**src/ssfp_pkg.sv**
```systemverilog
// ----------------------------------------------------------------------------
// Servo status frame parser package
// Codes, widths and the command and status bundles between the controller
// and the datapath.
// ----------------------------------------------------------------------------
package ssfp_pkg;

  localparam int PAYLOAD_MAX_DEFAULT = 24;

  localparam int FUNC_W    = 2;
  localparam int BYTE_W    = 8;
  localparam int LEN_W     = 8;
  localparam int TICK_W    = 16;
  localparam int OC_W      = 3;
  localparam int OUT_CNT_W = 5;

  localparam logic [FUNC_W-1:0] FUNC_ARM  = 2'd0;
  localparam logic [FUNC_W-1:0] FUNC_BYTE = 2'd1;
  localparam logic [FUNC_W-1:0] FUNC_TICK = 2'd2;

  localparam logic [OC_W-1:0] OC_OK        = 3'd0;
  localparam logic [OC_W-1:0] OC_TIMEOUT   = 3'd1;
  localparam logic [OC_W-1:0] OC_BAD_LEN   = 3'd2;
  localparam logic [OC_W-1:0] OC_BAD_CSUM  = 3'd3;
  localparam logic [OC_W-1:0] OC_WRONG_ID  = 3'd4;

  localparam logic [BYTE_W-1:0] HDR_FIRST  = 8'hFF;
  localparam logic [BYTE_W-1:0] HDR_SECOND = 8'hF5;
  localparam logic [LEN_W-1:0]  LEN_MIN    = 8'd2;
  localparam logic [TICK_W-1:0] TIMEOUT_RESET = 16'd20;

  typedef struct packed {
    logic            arm;
    logic            tick_inc;
    logic            tick_clr;
    logic            prev_load;
    logic            id_load;
    logic            len_load;
    logic            body_store;
    logic            emit_start;
    logic            rd_issue;
    logic            emit_adv;
    logic            res_load;
    logic [OC_W-1:0] res_oc;
    logic            res_status;
    logic            res_param;
    logic            res_last;
  } ssfp_cmd_t;

  typedef struct packed {
    logic out_free;
    logic hdr_match;
    logic tick_expire;
    logic len_bad;
    logic body_last;
    logic sum_ok;
    logic id_ok;
    logic count_zero;
    logic emit_last;
  } ssfp_sts_t;

endpackage

```
**src/ssfp_ctrl.sv**
```systemverilog
// ----------------------------------------------------------------------------
// Servo status frame parser controller
// Frame phase state machine; decodes each accepted item into datapath
// commands and sequences the parameter burst.
// ----------------------------------------------------------------------------
module ssfp_ctrl
  import ssfp_pkg::*;
(
  input  logic              clk,
  input  logic              rst,
  input  logic              item_valid,
  input  logic [FUNC_W-1:0] func,
  output logic              item_stall,
  input  ssfp_sts_t         sts,
  output ssfp_cmd_t         cmd
);

  localparam logic [2:0] S_IDLE = 3'd0;
  localparam logic [2:0] S_HUNT = 3'd1;
  localparam logic [2:0] S_ID   = 3'd2;
  localparam logic [2:0] S_LEN  = 3'd3;
  localparam logic [2:0] S_BODY = 3'd4;
  localparam logic [2:0] S_RD   = 3'd5;
  localparam logic [2:0] S_LOAD = 3'd6;

  logic [2:0] state;
  logic [2:0] state_next;
  logic       emitting;
  logic       busy;
  logic       item_fire;

  assign emitting   = (state == S_RD) || (state == S_LOAD);
  assign busy       = (state == S_HUNT) || (state == S_ID) ||
                      (state == S_LEN) || (state == S_BODY);
  assign item_stall = emitting || !sts.out_free;
  assign item_fire  = item_valid && !item_stall;

  always_comb begin
    cmd        = '0;
    state_next = state;
    if (item_fire) begin
      unique case (func)
        FUNC_ARM: begin
          cmd.arm    = 1'b1;
          state_next = S_HUNT;
        end
        FUNC_TICK: begin
          if (busy) begin
            cmd.tick_inc = 1'b1;
            if (sts.tick_expire) begin
              cmd.res_load = 1'b1;
              cmd.res_oc   = OC_TIMEOUT;
              cmd.res_last = 1'b1;
              state_next   = S_IDLE;
            end
          end
        end
        FUNC_BYTE: begin
          unique case (state)
            S_HUNT: begin
              if (sts.hdr_match) begin
                cmd.tick_clr = 1'b1;
                state_next   = S_ID;
              end else begin
                cmd.prev_load = 1'b1;
              end
            end
            S_ID: begin
              cmd.id_load = 1'b1;
              state_next  = S_LEN;
            end
            S_LEN: begin
              cmd.len_load = 1'b1;
              if (sts.len_bad) begin
                cmd.res_load = 1'b1;
                cmd.res_oc   = OC_BAD_LEN;
                cmd.res_last = 1'b1;
                state_next   = S_IDLE;
              end else begin
                state_next = S_BODY;
              end
            end
            S_BODY: begin
              cmd.body_store = 1'b1;
              if (sts.body_last) begin
                state_next = S_IDLE;
                if (!sts.sum_ok) begin
                  cmd.res_load   = 1'b1;
                  cmd.res_oc     = OC_BAD_CSUM;
                  cmd.res_status = 1'b1;
                  cmd.res_last   = 1'b1;
                end else if (!sts.id_ok) begin
                  cmd.res_load   = 1'b1;
                  cmd.res_oc     = OC_WRONG_ID;
                  cmd.res_status = 1'b1;
                  cmd.res_last   = 1'b1;
                end else if (sts.count_zero) begin
                  cmd.res_load   = 1'b1;
                  cmd.res_oc     = OC_OK;
                  cmd.res_status = 1'b1;
                  cmd.res_last   = 1'b1;
                end else begin
                  cmd.emit_start = 1'b1;
                  state_next     = S_RD;
                end
              end
            end
            default: begin
            end
          endcase
        end
        default: begin
        end
      endcase
    end else begin
      unique case (state)
        S_RD: begin
          cmd.rd_issue = 1'b1;
          state_next   = S_LOAD;
        end
        S_LOAD: begin
          if (sts.out_free) begin
            cmd.res_load   = 1'b1;
            cmd.res_oc     = OC_OK;
            cmd.res_status = 1'b1;
            cmd.res_param  = 1'b1;
            cmd.res_last   = sts.emit_last;
            cmd.emit_adv   = 1'b1;
            state_next     = sts.emit_last ? S_IDLE : S_RD;
          end
        end
        default: begin
        end
      endcase
    end
  end

  always_ff @(posedge clk) begin
    if (rst) begin
      state <= S_IDLE;
    end else begin
      state <= state_next;
    end
  end

endmodule

```
**src/ssfp_dp.sv**
```systemverilog
// ----------------------------------------------------------------------------
// Servo status frame parser datapath
// Frame registers, checksum, timeout counter, payload memory and the
// result register.
// ----------------------------------------------------------------------------
module ssfp_dp
  import ssfp_pkg::*;
#(
  parameter int PAYLOAD_MAX = PAYLOAD_MAX_DEFAULT
)
(
  input  logic                 clk,
  input  logic                 rst,
  input  logic                 cfg_write,
  input  logic [TICK_W-1:0]    cfg_data,
  input  logic [BYTE_W-1:0]    data,
  input  ssfp_cmd_t            cmd,
  output ssfp_sts_t            sts,
  input  logic                 result_stall,
  output logic                 result_valid,
  output logic [OC_W-1:0]      outcome,
  output logic [BYTE_W-1:0]    servo_id,
  output logic [BYTE_W-1:0]    servo_status,
  output logic [OUT_CNT_W-1:0] param_count,
  output logic [OUT_CNT_W-1:0] param_index,
  output logic [BYTE_W-1:0]    param_byte,
  output logic                 last
);

  localparam int CNT_W  = $clog2(PAYLOAD_MAX + 1);
  localparam int ADDR_W = $clog2(PAYLOAD_MAX);

  logic [TICK_W-1:0] timeout_ticks;
  logic [TICK_W-1:0] tick_count;
  logic [TICK_W-1:0] tick_inc_val;
  logic [BYTE_W-1:0] prev_byte;
  logic [BYTE_W-1:0] want_id;
  logic [BYTE_W-1:0] got_id;
  logic [LEN_W-1:0]  got_len;
  logic [LEN_W-1:0]  count;
  logic [CNT_W-1:0]  byte_count;
  logic [BYTE_W-1:0] running_sum;
  logic [BYTE_W-1:0] status_byte;
  logic [CNT_W-1:0]  emit_idx;
  logic [ADDR_W-1:0] rd_addr;
  logic [BYTE_W-1:0] rd_data;
  logic [BYTE_W-1:0] payload_mem [PAYLOAD_MAX];

  assign tick_inc_val = tick_count + TICK_W'(1);
  assign count        = got_len - LEN_MIN;
  assign rd_addr      = ADDR_W'(emit_idx + CNT_W'(1));

  always_comb begin
    sts.out_free    = !result_valid || !result_stall;
    sts.hdr_match   = (prev_byte == HDR_FIRST) && (data == HDR_SECOND);
    sts.tick_expire = tick_inc_val >= timeout_ticks;
    sts.len_bad     = (data < LEN_MIN) || (data > LEN_W'(PAYLOAD_MAX));
    sts.body_last   = (LEN_W'(byte_count) + LEN_W'(1)) == got_len;
    sts.sum_ok      = ~running_sum == data;
    sts.id_ok       = got_id == want_id;
    sts.count_zero  = got_len == LEN_MIN;
    sts.emit_last   = (LEN_W'(emit_idx) + LEN_W'(1)) == count;
  end

  always_ff @(posedge clk) begin
    if (rst) begin
      timeout_ticks <= TIMEOUT_RESET;
    end else if (cfg_write) begin
      timeout_ticks <= cfg_data;
    end
  end

  always_ff @(posedge clk) begin
    if (rst) begin
      tick_count  <= '0;
      prev_byte   <= '0;
      want_id     <= '0;
      got_id      <= '0;
      got_len     <= '0;
      byte_count  <= '0;
      running_sum <= '0;
    end else begin
      if (cmd.arm) begin
        want_id     <= data;
        tick_count  <= '0;
        prev_byte   <= '0;
        got_id      <= '0;
        got_len     <= '0;
        byte_count  <= '0;
        running_sum <= '0;
      end
      if (cmd.tick_inc) begin
        tick_count <= tick_inc_val;
      end
      if (cmd.tick_clr) begin
        tick_count <= '0;
      end
      if (cmd.prev_load) begin
        prev_byte <= data;
      end
      if (cmd.id_load) begin
        got_id      <= data;
        running_sum <= data;
      end
      if (cmd.len_load) begin
        got_len     <= data;
        running_sum <= running_sum + data;
        byte_count  <= '0;
      end
      if (cmd.body_store) begin
        running_sum <= running_sum + data;
        byte_count  <= byte_count + CNT_W'(1);
      end
    end
  end

  always_ff @(posedge clk) begin
    if (cmd.body_store && (byte_count == '0)) begin
      status_byte <= data;
    end
  end

  always_ff @(posedge clk) begin
    if (cmd.emit_start) begin
      emit_idx <= '0;
    end else if (cmd.emit_adv) begin
      emit_idx <= emit_idx + CNT_W'(1);
    end
  end

  always_ff @(posedge clk) begin
    if (cmd.body_store) begin
      payload_mem[byte_count[ADDR_W-1:0]] <= data;
    end
    if (cmd.rd_issue) begin
      rd_data <= payload_mem[rd_addr];
    end
  end

  always_ff @(posedge clk) begin
    if (rst) begin
      result_valid <= 1'b0;
    end else if (cmd.res_load) begin
      result_valid <= 1'b1;
    end else if (result_valid && !result_stall) begin
      result_valid <= 1'b0;
    end
  end

  always_ff @(posedge clk) begin
    if (cmd.res_load) begin
      outcome      <= cmd.res_oc;
      servo_id     <= got_id;
      servo_status <= cmd.res_status ? status_byte : '0;
      param_count  <= cmd.res_param ? count[OUT_CNT_W-1:0] : '0;
      param_index  <= cmd.res_param ? OUT_CNT_W'(emit_idx) : '0;
      param_byte   <= cmd.res_param ? rd_data : '0;
      last         <= cmd.res_last;
    end
  end

endmodule

```
**src/servo_status_frame_parser.sv**
```systemverilog
// ----------------------------------------------------------------------------
// Servo status frame parser
// Parses servo reply frames (FF F5, id, length, status, parameters,
// inverted-sum checksum) and reports one outcome per armed attempt.
// ----------------------------------------------------------------------------
// Items enter on the item channel (item_valid, item_stall, func, data): an arm
// with the expected id, a received byte, or a one millisecond tick. Results
// leave on the result channel (result_valid, result_stall and the fields).
// cfg_write with cfg_data sets the timeout in ticks, reset value 20; the user must
// write it only while no attempt is in flight, the block itself does not enforce it.
// A result without a parameter byte is shown in the cycle after the accepting
// edge. A good frame with parameters produces a burst of one result per
// parameter byte; each is read from the payload memory in the read state and
// loaded into the result register in the load state once that register is free,
// because the payload memory has one registered read port, and the item channel
// stalls for the length of the burst. Items are accepted back to back otherwise.
// While result_stall holds a result, it stays put and item_stall is raised.
// Reset (rst, synchronous) drops any attempt, empties the result register
// and restores the timeout; bytes and ticks before the first arm are ignored.
// ----------------------------------------------------------------------------
module servo_status_frame_parser
  import ssfp_pkg::*;
#(
  parameter int PAYLOAD_MAX = PAYLOAD_MAX_DEFAULT
)
(
  input  logic                 clk,
  input  logic                 rst,
  input  logic                 cfg_write,
  input  logic [TICK_W-1:0]    cfg_data,
  input  logic                 item_valid,
  output logic                 item_stall,
  input  logic [FUNC_W-1:0]    func,
  input  logic [BYTE_W-1:0]    data,
  output logic                 result_valid,
  input  logic                 result_stall,
  output logic [OC_W-1:0]      outcome,
  output logic [BYTE_W-1:0]    servo_id,
  output logic [BYTE_W-1:0]    servo_status,
  output logic [OUT_CNT_W-1:0] param_count,
  output logic [OUT_CNT_W-1:0] param_index,
  output logic [BYTE_W-1:0]    param_byte,
  output logic                 last
);

  ssfp_cmd_t cmd;
  ssfp_sts_t sts;

  ssfp_ctrl u_ctrl (
    .clk        (clk),
    .rst        (rst),
    .item_valid (item_valid),
    .func       (func),
    .item_stall (item_stall),
    .sts        (sts),
    .cmd        (cmd)
  );

  ssfp_dp #(
    .PAYLOAD_MAX (PAYLOAD_MAX)
  ) u_dp (
    .clk          (clk),
    .rst          (rst),
    .cfg_write    (cfg_write),
    .cfg_data     (cfg_data),
    .data         (data),
    .cmd          (cmd),
    .sts          (sts),
    .result_stall (result_stall),
    .result_valid (result_valid),
    .outcome      (outcome),
    .servo_id     (servo_id),
    .servo_status (servo_status),
    .param_count  (param_count),
    .param_index  (param_index),
    .param_byte   (param_byte),
    .last         (last)
  );

endmodule

```
**config.mk**
```make
export PLATFORM = sky130hd
export DESIGN_NAME = servo_status_frame_parser
export DESIGN_NICKNAME = d
export VERILOG_FILES = /design/src/ssfp_pkg.sv /design/src/ssfp_ctrl.sv /design/src/ssfp_dp.sv /design/src/servo_status_frame_parser.sv
export SDC_FILE = /design/constraint.sdc
export NUM_CORES = 1
export LEC_CHECK = 0
export BUFFER_PORTS_ARGS = -buffer_cell sky130_fd_sc_hd__buf_2
export CAP_MARGIN = 20
export CORE_MARGIN = 5
export CORE_UTILIZATION = 60
export DETAILED_ROUTE_END_ITERATION = 8
export GPL_ROUTABILITY_DRIVEN = 0
export PLACE_DENSITY = 0.78
export SETUP_SLACK_MARGIN = 0.15
export SKIP_CTS_REPAIR_TIMING = 1
export SLEW_MARGIN = 10
export SYNTH_ARGS = -nofsm -noshare
export SYNTH_HDL_FRONTEND = slang
export SYNTH_SLANG_ARGS = --single-unit
export TNS_END_PERCENT = 100
```
**constraint.sdc**
```tcl
create_clock -name clk -period 4.23 [get_ports clk]
set_input_delay 1.269 -clock clk [delete_from_list [all_inputs] [get_ports clk]]
set_output_delay 1.269 -clock clk [all_outputs]
set_load 0.01 [all_outputs]
```
==> results of run 1 <==
registers in the layout, summed over array words and instances (netlist names), 3 cells and up:
name and cells:
u_dp.got_id 8, u_dp.running_sum 8, u_dp.payload_mem 192, u_dp.param_byte 8, u_dp.param_index 5, u_dp.outcome 3
u_dp.status_byte 8, u_dp.byte_count 5, u_ctrl.state 3, u_dp.rd_data 8, u_dp.servo_id 8, u_dp.timeout_ticks 16
u_dp.prev_byte 8, u_dp.want_id 8, u_dp.servo_status 8, u_dp.param_count 5, u_dp.tick_count 16, u_dp.emit_idx 5
u_dp.got_len 8
placed cells by master (no fill, tap or decap), types with 4 or more instances in the layout:
cell / netlist / layout
or3_1: 9 / 9
a31oi_1: 10 / 10
edfxtp_1: 246 / 246
and2_1: 13 / 13
clkbuf_16: 0 / 31
nor3_1: 13 / 13
nor2b_1: 6 / 6
nand4_1: 10 / 10
ha_1: 33 / 32
a21oi_1: 54 / 54
xor2_1: 18 / 18
dfxtp_1: 86 / 85
buf_4: 2 / 54
nand2_1: 83 / 83
a22oi_1: 24 / 24
xnor2_1: 30 / 30
a222oi_1: 4 / 4
nor2_1: 106 / 106
mux4_2: 56 / 56
clkinv_2: 0 / 5
o21ai_0: 38 / 38
buf_2: 12 / 70
o211ai_1: 5 / 5
nand3_1: 29 / 29
inv_1: 32 / 32
clkbuf_1: 33 / 13
nor4_1: 5 / 4
mux2i_1: 23 / 23
and3_1: 23 / 23
metal layers:
| layer | vias up | part of all wire [%] |
|---|---|---|
| met4 | 0 | 2.2 |
| met1 | 4493 | 41 |
| met5 | - | 0 |
| li1 | 4246 | - |
| met3 | 55 | 8.9 |
| met2 | 410 | 48 |
area by class of cell:
cell class                      count  share of cell area [%]
Clock inverter                     12                  0.8234
Tap cell                          319                   2.432
Clock buffer                       45                   5.108
Sequential cell                   332                   55.52
Inverter                           32                  0.7319
Multi-Input combinational cell    650                   30.78
Timing Repair Buffer              124                   4.605
logic make-up after synthesis:
logic type                 synth area share, %
DFF                                      62.80
and+or+nand+nor                          10.46
AOI/OAI and AO/OA                        7.600
buffers and inverters                    2.433
muxes                                    10.36
xor gates and xnor gates                 3.356
adders and majority gates                2.985
how the worst min path moves through the flow:
stage / endpoint / slack [ps] / cells after the start
2_1_floorplan: u_dp.want_id[0]$_SDFFE_PP0P_ / 450 / 2
3_3_place_gp: u_dp.want_id[6]$_SDFFE_PP0P_ / 450 / 2
3_5_place_dp: u_dp.want_id[5]$_SDFFE_PP0P_ / 460 / 2
4_1_cts: u_dp.want_id[1]$_SDFFE_PP0P_ / 470 / 2
5_1_grt: u_dp.want_id[6]$_SDFFE_PP0P_ / 480 / 2
6_report: u_dp.want_id[6]$_SDFFE_PP0P_ / 470 / 2
power by group:
part / switching (uW) / internal, uW / leakage (uW) / total, uW
Combinational: 968 / 955 / 0.00250 / 1920
Sequential: 124 / 3570 / 0.00290 / 3700
Clock: 1140 / 1550 / 0.000476 / 2690
Total: 2230 / 6080 / 0.00588 / 8310
tightest hold or removal path, delay by kind of cell (launching register included):
family / cells / cell delay [ps]
flip-flops: 1 / 320
AO/OA/AOI/OAI: 1 / 50
AND/OR/NAND/NOR: 1 / 50
metrics by stage:
step / setup slack [ps] / total power (uW) / hold slack (ps)
floorplan: 305.2 / 5130 / 448.8
global placement: 529.3 / 5659 / 454.6
detailed placement: 499.2 / 5697 / 460.3
CTS: 587.2 / 8363 / 470.6
global route: 325.8 / 8642 / 484.4
finish: 546.1 / 8310 / 467.8
==> impl_metrics.toml, run 1 <==
[run_status]
outcome = "completed"

[sta]
fin_worst_skew_ps = 25.57
max_freq_mhz = 271.4
finalSetupViolations = 0
hold_viol = 0
rsz0062_at_grt = "no"
worstMarginPinSlew_ps = 961.4
tns_ps = 0
fin_crit_ps = 3684
slew_headroom_pct = 35.91
slew_violations = 0
period_share_pct = 87.09

[finish]
seqCellArea_um2 = 9112
fillers = 1579
fin_nets = 1236
post-route-util_pct = 69.51
n_antenna_cell = 0
area.growth.synth_to_final_pct = 13.16
drive_gt1_share_pct = 20.33
final_cells = 1514
fin_area_um2 = 16410
multiInputGateArea_um2 = 5051

[logic_synthesis]
synth_top_area_share_pct = 50.93
avgSynthCellArea_um2 = 13.56
yosysTopAreaCell = "edfxtp_1"
synth.most_common_cell = "edfxtp_1"
synth_edf_count = 246
ys_top_cells_by_area = "edfxtp_1 (51%), dfxtp_1 (12%), mux4_2 (8.7%)"
ys_ff_latch = 332
ys_seq_area_share_pct = 62.80
async_flop_share_pct = 0
ys.flop_type = "edfxtp_1"
yosys-top-cells-count = "edfxtp_1 (246), nor2_1 (106), dfxtp_1 (86)"
synthCells = 1070
syn_nets = 1135
synth_area_um2 = 14500
synth.distinct_cells = 70
yosysWarnings = 0

[detailed_routing]
wl_per_cell_um = 21.52
drtPass1Iterations = 5
vias_per_cell = 6.079
vias = 9204
drtAntennaViolNets = 0
route.detailed.drc = 0
totalWireLength_mm = 32.58
dr.first_iter.drc_count = 827

[clock_network]
htreeDepth = 1
clk_path_buf_depth = 3
numCtsBuffers = 31
cts_tree = "built"
clk_pin_slew_ps = 60
root_buffer = "clkbuf_16"
clock_latency_ps = 570
clock-sinks = 332

[global_route]
grt_pass1_vias = 9018
grt_max_degree = 37
met2_usage_pct = 38.81
grt_pass1_wl_mm = 50.20
antenna_found_initial = 0
overflow = 0
grtUsageTotal_pct = 24.06
use_met1_pct = 33.89
use_met3_pct = 4.989
grt.busiest_layer = "met2"

[critical_path]
path_max_fanout = 28
critical_path_cell_count = 15
setup.worst_path.start_class = "register"
rrSetupSlack_ps = 550
path_buf_inv = 1
cp_slowest_stage_delay_ps = 410
crit_slowest_cell = "dfxtp_1"
r2r-end = "u_dp.param_byte[7]$_SDFFCE_PN0P_"
crit_family = "simple AND/OR/NAND/NOR gates"
crit_start = "u_dp.tick_count[0]$_SDFFE_PP0P_"
reg2reg_from = "u_dp.tick_count[0]$_SDFFE_PP0P_"
worstPathArrival_ps = 3910
path_class = "register to register"
critPathCapture = "u_dp.param_byte[7]$_SDFFCE_PN0P_"
crit_chain = "and3_1, and3_1, nand3_1, nor2_1, nand3_1, xnor2_1, ha_1, nand2_1, o21ai_0, a21o_1, a41o_1, nand3_1, a31o_2, nand2_1, buf_4"
cp_data_required_time_ps = 4460
path_common_cell = "nand3_1"
crit_path_end_kind = "register"
ff2ff_path_depth = 15

[pwr]
ir_drop_mv = 0.3187
leakagePower_uw = 0.005877
powerDensity_nw_per_um2 = 506.3

[placement]
dp_cells = 1457
port_buffers = 70
place_area_um2 = 15440
dp_hpwl_mm = 21.68

[floorplan]
dieArea_um2 = 27380
boundaryPins = 71
initial_core_util_pct = 61.42
die_x_um = 165.5
die_h_um = 165.5
row_count = 56
core_area_um2 = 23610

[worst_hold_path]
min_path_type = "register to register"
worstHoldStart = "u_dp.want_id[6]$_SDFFE_PP0P_"

[job]
cap_violations = 0
No activity file was read; power rests on OpenSTA's default activity.
==> run 2, diff against run 1 <==
Settings changed: ABC_AREA from default to 1.
==> run 2 against run 1 <==
  * Power grew 9.2%
  * Synthesized area grew 0.77%
  * Register-to-register slack lost 40 ps
  * Clock power grew 19%
  * Synthesized cell count grew 35%
  * Hold slack is essentially flat
  * Critical path type unchanged
  * Die area grew 0.72%
  * Clock skew shrank 13 ps
  * First-iteration DRC count grew 60%
  * Non-clock buffer count shrank 32
  * Design area grew 0.76%
==> impl_metrics.toml, run 2 <==
[finish]
n_antenna_cell = 0
final_common_cell = "edfxtp_1"
final_cells = 1869
fillers = 1746
largest_register_ffs = 192
drive_gt1_share_pct = 11.33
area.growth.synth_to_final_pct = 13.15
fin_area_um2 = 16540
mostFrequentLayoutCells = "edfxtp_1 (246), nand2_1 (226), nor2_1 (219), o21ai_0 (135), inv_1 (125)"
fin_nets = 1584

[sta]
worstMarginPinSlew_ps = 965.3
slew_headroom_pct = 35.64
max_freq_mhz = 268.8
fin_worst_skew_ps = 12.18
fin_crit_ps = 3720
tns_ps = 0
slew_violations = 0
rsz0062_at_grt = "no"
hold_viol = 0
period_share_pct = 87.93
finalSetupViolations = 0

[pwr]
ir_drop_mv = 0.3134
powerDensity_nw_per_um2 = 549.0
leakagePower_uw = 0.006303

[critical_path]
cp_slowest_stage_delay_ps = 390
crit_chain = "ha_1, nand2_1, nor2_1, and3_1, nand3_1, nor2_1, nand2_1, xor2_1, inv_1, ha_1, nand2_1, inv_1, nand3_1, nor2_1, nand3_1, nand3_1, nand3_1, nand3_1, nand2_1, nand2_4, buf_12"
setup.worst_path.start_class = "register"
worstPathArrival_ps = 3930
path_max_fanout = 26
crit_start = "u_dp.tick_count[0]$_SDFFE_PP0P_"
cp_data_required_time_ps = 4440
ff2ff_path_depth = 21
rrSetupSlack_ps = 510
r2r-end = "u_dp.param_index[4]$_SDFFCE_PN0P_"
crit_slowest_cell = "dfxtp_1"
path_common_cell = "nand3_1"
reg2reg_from = "u_dp.tick_count[0]$_SDFFE_PP0P_"
crit_path_end_kind = "register"
path_class = "register to register"

[placement]
dp_hpwl_mm = 23.66
dp_cells = 1807
port_buffers = 70
place_area_um2 = 15320

[detailed_routing]
drtAntennaViolNets = 0
vias = 11050
route.detailed.drc = 0
wl_per_cell_um = 19.30
drtPass1Iterations = 6
vias_per_cell = 5.910
totalWireLength_mm = 36.07
dr.first_iter.drc_count = 1326

[clock_network]
clk_pin_slew_ps = 60
clk_path_buf_depth = 3
root_buffer = "clkbuf_16"
clock-sinks = 332
htreeDepth = 2
clock_latency_ps = 510
numCtsBuffers = 34
cts_tree = "built"

[floorplan]
die_x_um = 166.1
boundaryPins = 71
die_h_um = 166.1
core_area_um2 = 24180
dieArea_um2 = 27580
row_count = 57
initial_core_util_pct = 60.45

[job]
cap_violations = 0

[logic_synthesis]
avgSynthCellArea_um2 = 10.11
ys_top_cells_by_area = "edfxtp_1 (51%), dfxtp_1 (12%), nand2_1 (5.8%)"
yosys-top-cells-count = "edfxtp_1 (246), nand2_1 (227), nor2_1 (219)"
ys.flop_type = "edfxtp_1"
synth.distinct_cells = 45
async_flop_share_pct = 0
synth_area_um2 = 14620
syn_nets = 1511
ys_ff_latch = 332
synth.most_common_cell = "edfxtp_1"
yosysTopAreaCell = "edfxtp_1"
synth_edf_count = 246
synth_top_area_share_pct = 50.54
synthCells = 1446
yosysWarnings = 0
ys_seq_area_share_pct = 62.32

[global_route]
grt_pass1_vias = 10420
overflow = 0
grt_pass1_wl_mm = 56.35
grt_max_degree = 99
antenna_found_initial = 0
grtUsageTotal_pct = 25.53

[run_status]
outcome = "completed"

[worst_hold_path]
min_path_cells = 2
hold_end = "u_dp.timeout_ticks[9]$_SDFFE_PP0P_"
worstHoldStart = "u_dp.timeout_ticks[9]$_SDFFE_PP0P_"
min_path_type = "register to register"
-- run 2: cell types whose count changed after synthesis, sizes merged, moves of 24 or more --
| cell | change |
|---|---|
| inv | +101 |
| nand3 | +30 |
| mux4 | -56 |
| a21oi | +44 |
| nor2 | +122 |
| o221ai | +31 |
| o21ai | +101 |
| nand2 | +149 |
| a22oi | -24 |
-- run 2: how the worst max path moves through the flow --
| stage | to | slack [ps] | cells past startpoint |
|---|---|---|---|
| final | u_dp.param_index[4]$_SDFFCE_PN0P_ | 510 | 21 |
| after global routing | u_dp.servo_status[0]$_SDFFCE_PN0P_ | 180 | 21 |
| after CTS | u_dp.param_count[3]$_SDFFCE_PN0P_ | 480 | 21 |
| after detailed placement | u_dp.param_byte[2]$_SDFFCE_PN0P_ | 380 | 12 |
| after global placement | u_dp.param_byte[2]$_SDFFCE_PN0P_ | 510 | 12 |
| after floorplan | u_dp.last$_DFFE_PP_ | 620 | 10 |
-- run 2: stage by stage --
step / utilization (%) / power (uW) / setup slack, ps / hold WS [ps]
floorplan: - / 5111 / 616.4 / 435.3
detailed placement: 63.36 / 5873 / 383.0 / 460.1
global placement: 63.25 / 5775 / 505.1 / 450.4
global route: 68.40 / 9426 / 177.0 / 490.0
finish: 68.40 / 9078 / 510.4 / 467.5
CTS: 68.36 / 9031 / 476.9 / 469.2
-- run 2: cells by family (layout without fill, tap and decap cells) --
group                    after synthesis  count (layout)  synth area share [%]
AND/OR/NAND/NOR                      558             558                 16.01
flip-flops                           332             332                 62.32
AO/OA/AOI/OAI                        303             303                 11.74
buffers and inverters                189             288                 5.171
adder cells (fa/ha/maj)               34              34                 2.962
XOR/XNOR                              30              30                 1.798
-- run 2: area by class of cell --
| class | count | area [um^2] | area share, % |
|---|---|---|---|
| Inverter | 134 | 503.0 | 3.042 |
| Tap cell | 324 | 405.4 | 2.451 |
| Sequential cell | 332 | 9110 | 55.09 |
| Clock buffer | 46 | 1001 | 6.053 |
| Timing Repair Buffer | 92 | 548.0 | 3.314 |
| Clock inverter | 16 | 206.4 | 1.248 |
| Multi-Input combinational cell | 925 | 4763 | 28.80 |
-- run 2: per-layer routing --
| layer | track usage (%) | share of wire [%] | vias up |
|---|---|---|---|
| met4 | 8.178 | 3.0 | 0 |
| met5 | 0 | 0 | - |
| met2 | 42.05 | 48 | 600 |
| met3 | 5.046 | 9.3 | 88 |
| li1 | - | - | 5142 |
| met1 | 34.52 | 40 | 5215 |
-- run 2: report_power, final --
group	total [uW]	leakage [uW]	internal [uW]	switching, uW
Clock	3190	0.000590	1970	1220
Combinational	2280	0.00276	666	1610
Sequential	3610	0.00295	3570	36.2
Total	9080	0.00630	6210	2870
-- run 2: critical path: cells and delay by family, from the launching register on --
family	cells	cell delay, ps
AND/OR/NAND/NOR	15	2050
adder cells (fa/ha/maj)	2	490
flip-flops	1	390
buffers and inverters	3	360
XOR/XNOR	1	130
==> run 3, diff against run 2 <==
--- a/config.mk
+++ b/config.mk
@@ -16,4 +16,5 @@
 export SETUP_SLACK_MARGIN = 0.15
 export SKIP_CTS_REPAIR_TIMING = 1
+export SKIP_LAST_GASP = 1
 export SLEW_MARGIN = 10
 export SYNTH_ARGS = -nofsm -noshare
==> constraint.sdc (replaced) <==
create_clock -name clk -period 4.23 [get_ports clk]
set_input_delay 0.2115 -clock clk [delete_from_list [all_inputs] [get_ports clk]]
set_output_delay 0.2115 -clock clk [all_outputs]
set_load 0.01 [all_outputs]
==> run 3 against run 2 <==
  * The flow now finishes with violations (hold timing)
  * Sequential share of layout area is 0.50 points higher
  * Die area stayed put
  * Register-to-register slack better by 50 ps
  * Flip-flop and latch count is the same
  * Core utilization decreased by 0.62 points
  * Design area fell by 0.90%
  * Critical endpoint is now u_dp.param_byte[1]$_SDFFCE_PN0P_
==> impl_metrics.toml, run 3 (synthesis gave the netlist of run 2 again) <==
[run_status]
outcome = "finished, violations left"
violations = "hold timing"

[finish]
drive_gt1_share_pct = 10.77
n_antenna_cell = 0
area.growth.synth_to_final_pct = 12.13
largest_register_ffs = 192
fin_nets = 1584
fillers = 1761
post-route-util_pct = 67.78
final_common_cell = "edfxtp_1"
mostFrequentLayoutCells = "edfxtp_1 (246), nand2_1 (226), nor2_1 (219), o21ai_0 (135), inv_1 (125)"
fin_area_um2 = 16390

[detailed_routing]
vias_per_cell = 5.784
drtPass1Iterations = 5
dr_wl_met3_mm = 3.049
dr.first_iter.drc_count = 1225
wl_per_cell_um = 18.60
drt-met1-wl_mm = 14.71
dr_wl_met2_mm = 16.33
top_layer_used = "met4"
route.detailed.drc = 0
vias = 10790
drtAntennaViolNets = 0
totalWireLength_mm = 34.71

[critical_path]
setup.worst_path.start_class = "register"
rrSetupSlack_ps = 560
path_common_cell = "nand3_1"
ff2ff_path_depth = 21
path_buf_inv = 3
reg2reg_from = "u_dp.tick_count[0]$_SDFFE_PP0P_"
crit_slowest_cell = "dfxtp_1"
crit_chain = "ha_1, nand2_1, nor2_1, and3_1, nand3_1, nor2_1, nand2_1, xor2_1, inv_1, ha_1, nand2_1, inv_1, nand3_1, nor2_1, nand3_1, nand3_1, nand3_1, nand3_1, nand2_1, nand2_4, buf_12"
cp_slowest_stage_delay_ps = 400
crit_family = "simple AND/OR/NAND/NOR gates"
crit_path_end_kind = "register"
worstPathArrival_ps = 3870
cp_data_required_time_ps = 4440
r2r-end = "u_dp.param_byte[1]$_SDFFCE_PN0P_"
path_max_fanout = 27
critical_path_cell_count = 21
path_class = "register to register"

[pwr]
finalPower_uw = 8614
seqPwrFrac_pct = 41.8
leakagePower_uw = 0.006226
p_int_uw = 5879
clkPwrFrac_pct = 33.2
p_comb_share_pct = 25.0
p_sw_share_pct = 31.75
ir_drop_mv = 0.3122
p_sw_uw = 2735
powerDensity_nw_per_um2 = 525.6

[global_route]
grt_pass1_wl_mm = 55.15
antenna_found_initial = 0
grt_pass1_vias = 10270
grt_max_degree = 69
overflow = 0
grtUsageTotal_pct = 24.71

[floorplan]
boundaryPins = 71
die_h_um = 166.1
core_area_um2 = 24180
initial_core_util_pct = 60.45
dieArea_um2 = 27580
row_count = 57
die_x_um = 166.1

[worst_hold_path]
min_path_type = "primary input to register"
worstHoldStart = "cfg_data[3]"
min_path_cells = 3
hold_end = "u_dp.timeout_ticks[3]$_SDFFE_PP0P_"

[placement]
port_buffers = 70
dp_hpwl_mm = 22.27
place_area_um2 = 15260

[sta]
max_freq_mhz = 272.8
period_share_pct = 86.65
fin_crit_ps = 3665
holdWs_ps = -11.10
finalSetupViolations = 0
hold_viol = 3
slew_violations = 0
slew_headroom_pct = 30.47
worstMarginPinSlew_ps = 1042
rsz0062_at_grt = "no"
fin_worst_skew_ps = 23.99
tns_ps = 0

[clock_network]
root_buffer = "clkbuf_16"
clock-sinks = 332
cts_tree = "built"
clk_path_buf_depth = 3
numCtsBuffers = 34
clock_latency_ps = 510
clk_pin_slew_ps = 60
htreeDepth = 2

[job]
cap_violations = 0
## run 3: power by group through the flow
stage | registers, uW | logic [uW] | clock network (uW)
floorplan | 3670 | 1440 | 0
global placement | 3670 | 2030 | 0
detailed placement | 3670 | 2090 | 0
finish | 3600 | 2150 | 2860
CTS | 3600 | 2110 | 2880
global route | 3610 | 2370 | 3030
## run 3: worst max-delay path by stage
stage | to | slack [ps] | start
after floorplan | u_dp.last$_DFFE_PP_ | 670 | u_dp.tick_count[0]$_SDFFE_PP0P_
after global placement | u_dp.param_byte[7]$_SDFFCE_PN0P_ | 700 | u_dp.tick_count[0]$_SDFFE_PP0P_
after detailed placement | u_dp.param_byte[7]$_SDFFCE_PN0P_ | 580 | u_dp.tick_count[0]$_SDFFE_PP0P_
after CTS | u_dp.param_byte[3]$_SDFFCE_PN0P_ | 540 | u_dp.tick_count[0]$_SDFFE_PP0P_
after global routing | u_dp.param_byte[5]$_SDFFCE_PN0P_ | 170 | u_dp.tick_count[0]$_SDFFE_PP0P_
final | u_dp.param_byte[1]$_SDFFCE_PN0P_ | 560 | u_dp.tick_count[0]$_SDFFE_PP0P_
## run 3: layout make-up
class / instances / area (um^2) / area share [%]
Sequential cell: 332 / 9110 / 55.59
Multi-Input combinational cell: 925 / 4763 / 29.07
Clock buffer: 50 / 992.2 / 6.054
Timing Repair Buffer: 92 / 540.5 / 3.298
Inverter: 134 / 504.2 / 3.077
Tap cell: 324 / 405.4 / 2.474
Clock inverter: 9 / 72.57 / 0.4428
## run 3: stage by stage
| stage | hold WS (ps) | setup WS [ps] | std cells |
|---|---|---|---|
| 6_report | -11.10 | 564.5 | 1866 |
| 5_1_grt | 5.052 | 172.9 | 1866 |
| 4_1_cts | -95.27 | 536.0 | 1861 |
| 3_5_place_dp | 434.0 | 576.0 | 1802 |
| 3_3_place_gp | 427.4 | 697.0 | 1802 |
| 2_1_floorplan | 310.4 | 671.2 | 1446 |
## run 3: worst reg2reg max path, stage by stage, from the launching register on
cell     delay (ps)
dfxtp_1         400
ha_1            210
nand2_1          70
nor2_1          200
and3_1          260
nand3_1         130
nor2_1          110
nand2_1          70
xor2_1          160
inv_1            80
ha_1            280
nand2_1          60
inv_1            70
nand3_1          60
nor2_1          210
nand3_1         130
nand3_1         130
nand3_1         100
nand3_1          80
nand2_1         110
nand2_4         220
buf_12          220
## run 3: per-layer routing
metal | vias to the layer above | track usage [%]
met2 | 517 | 39.77
met1 | 5086 | 35.72
met5 | - | 0
li1 | 5136 | -
met4 | 0 | 5.739
met3 | 54 | 4.142
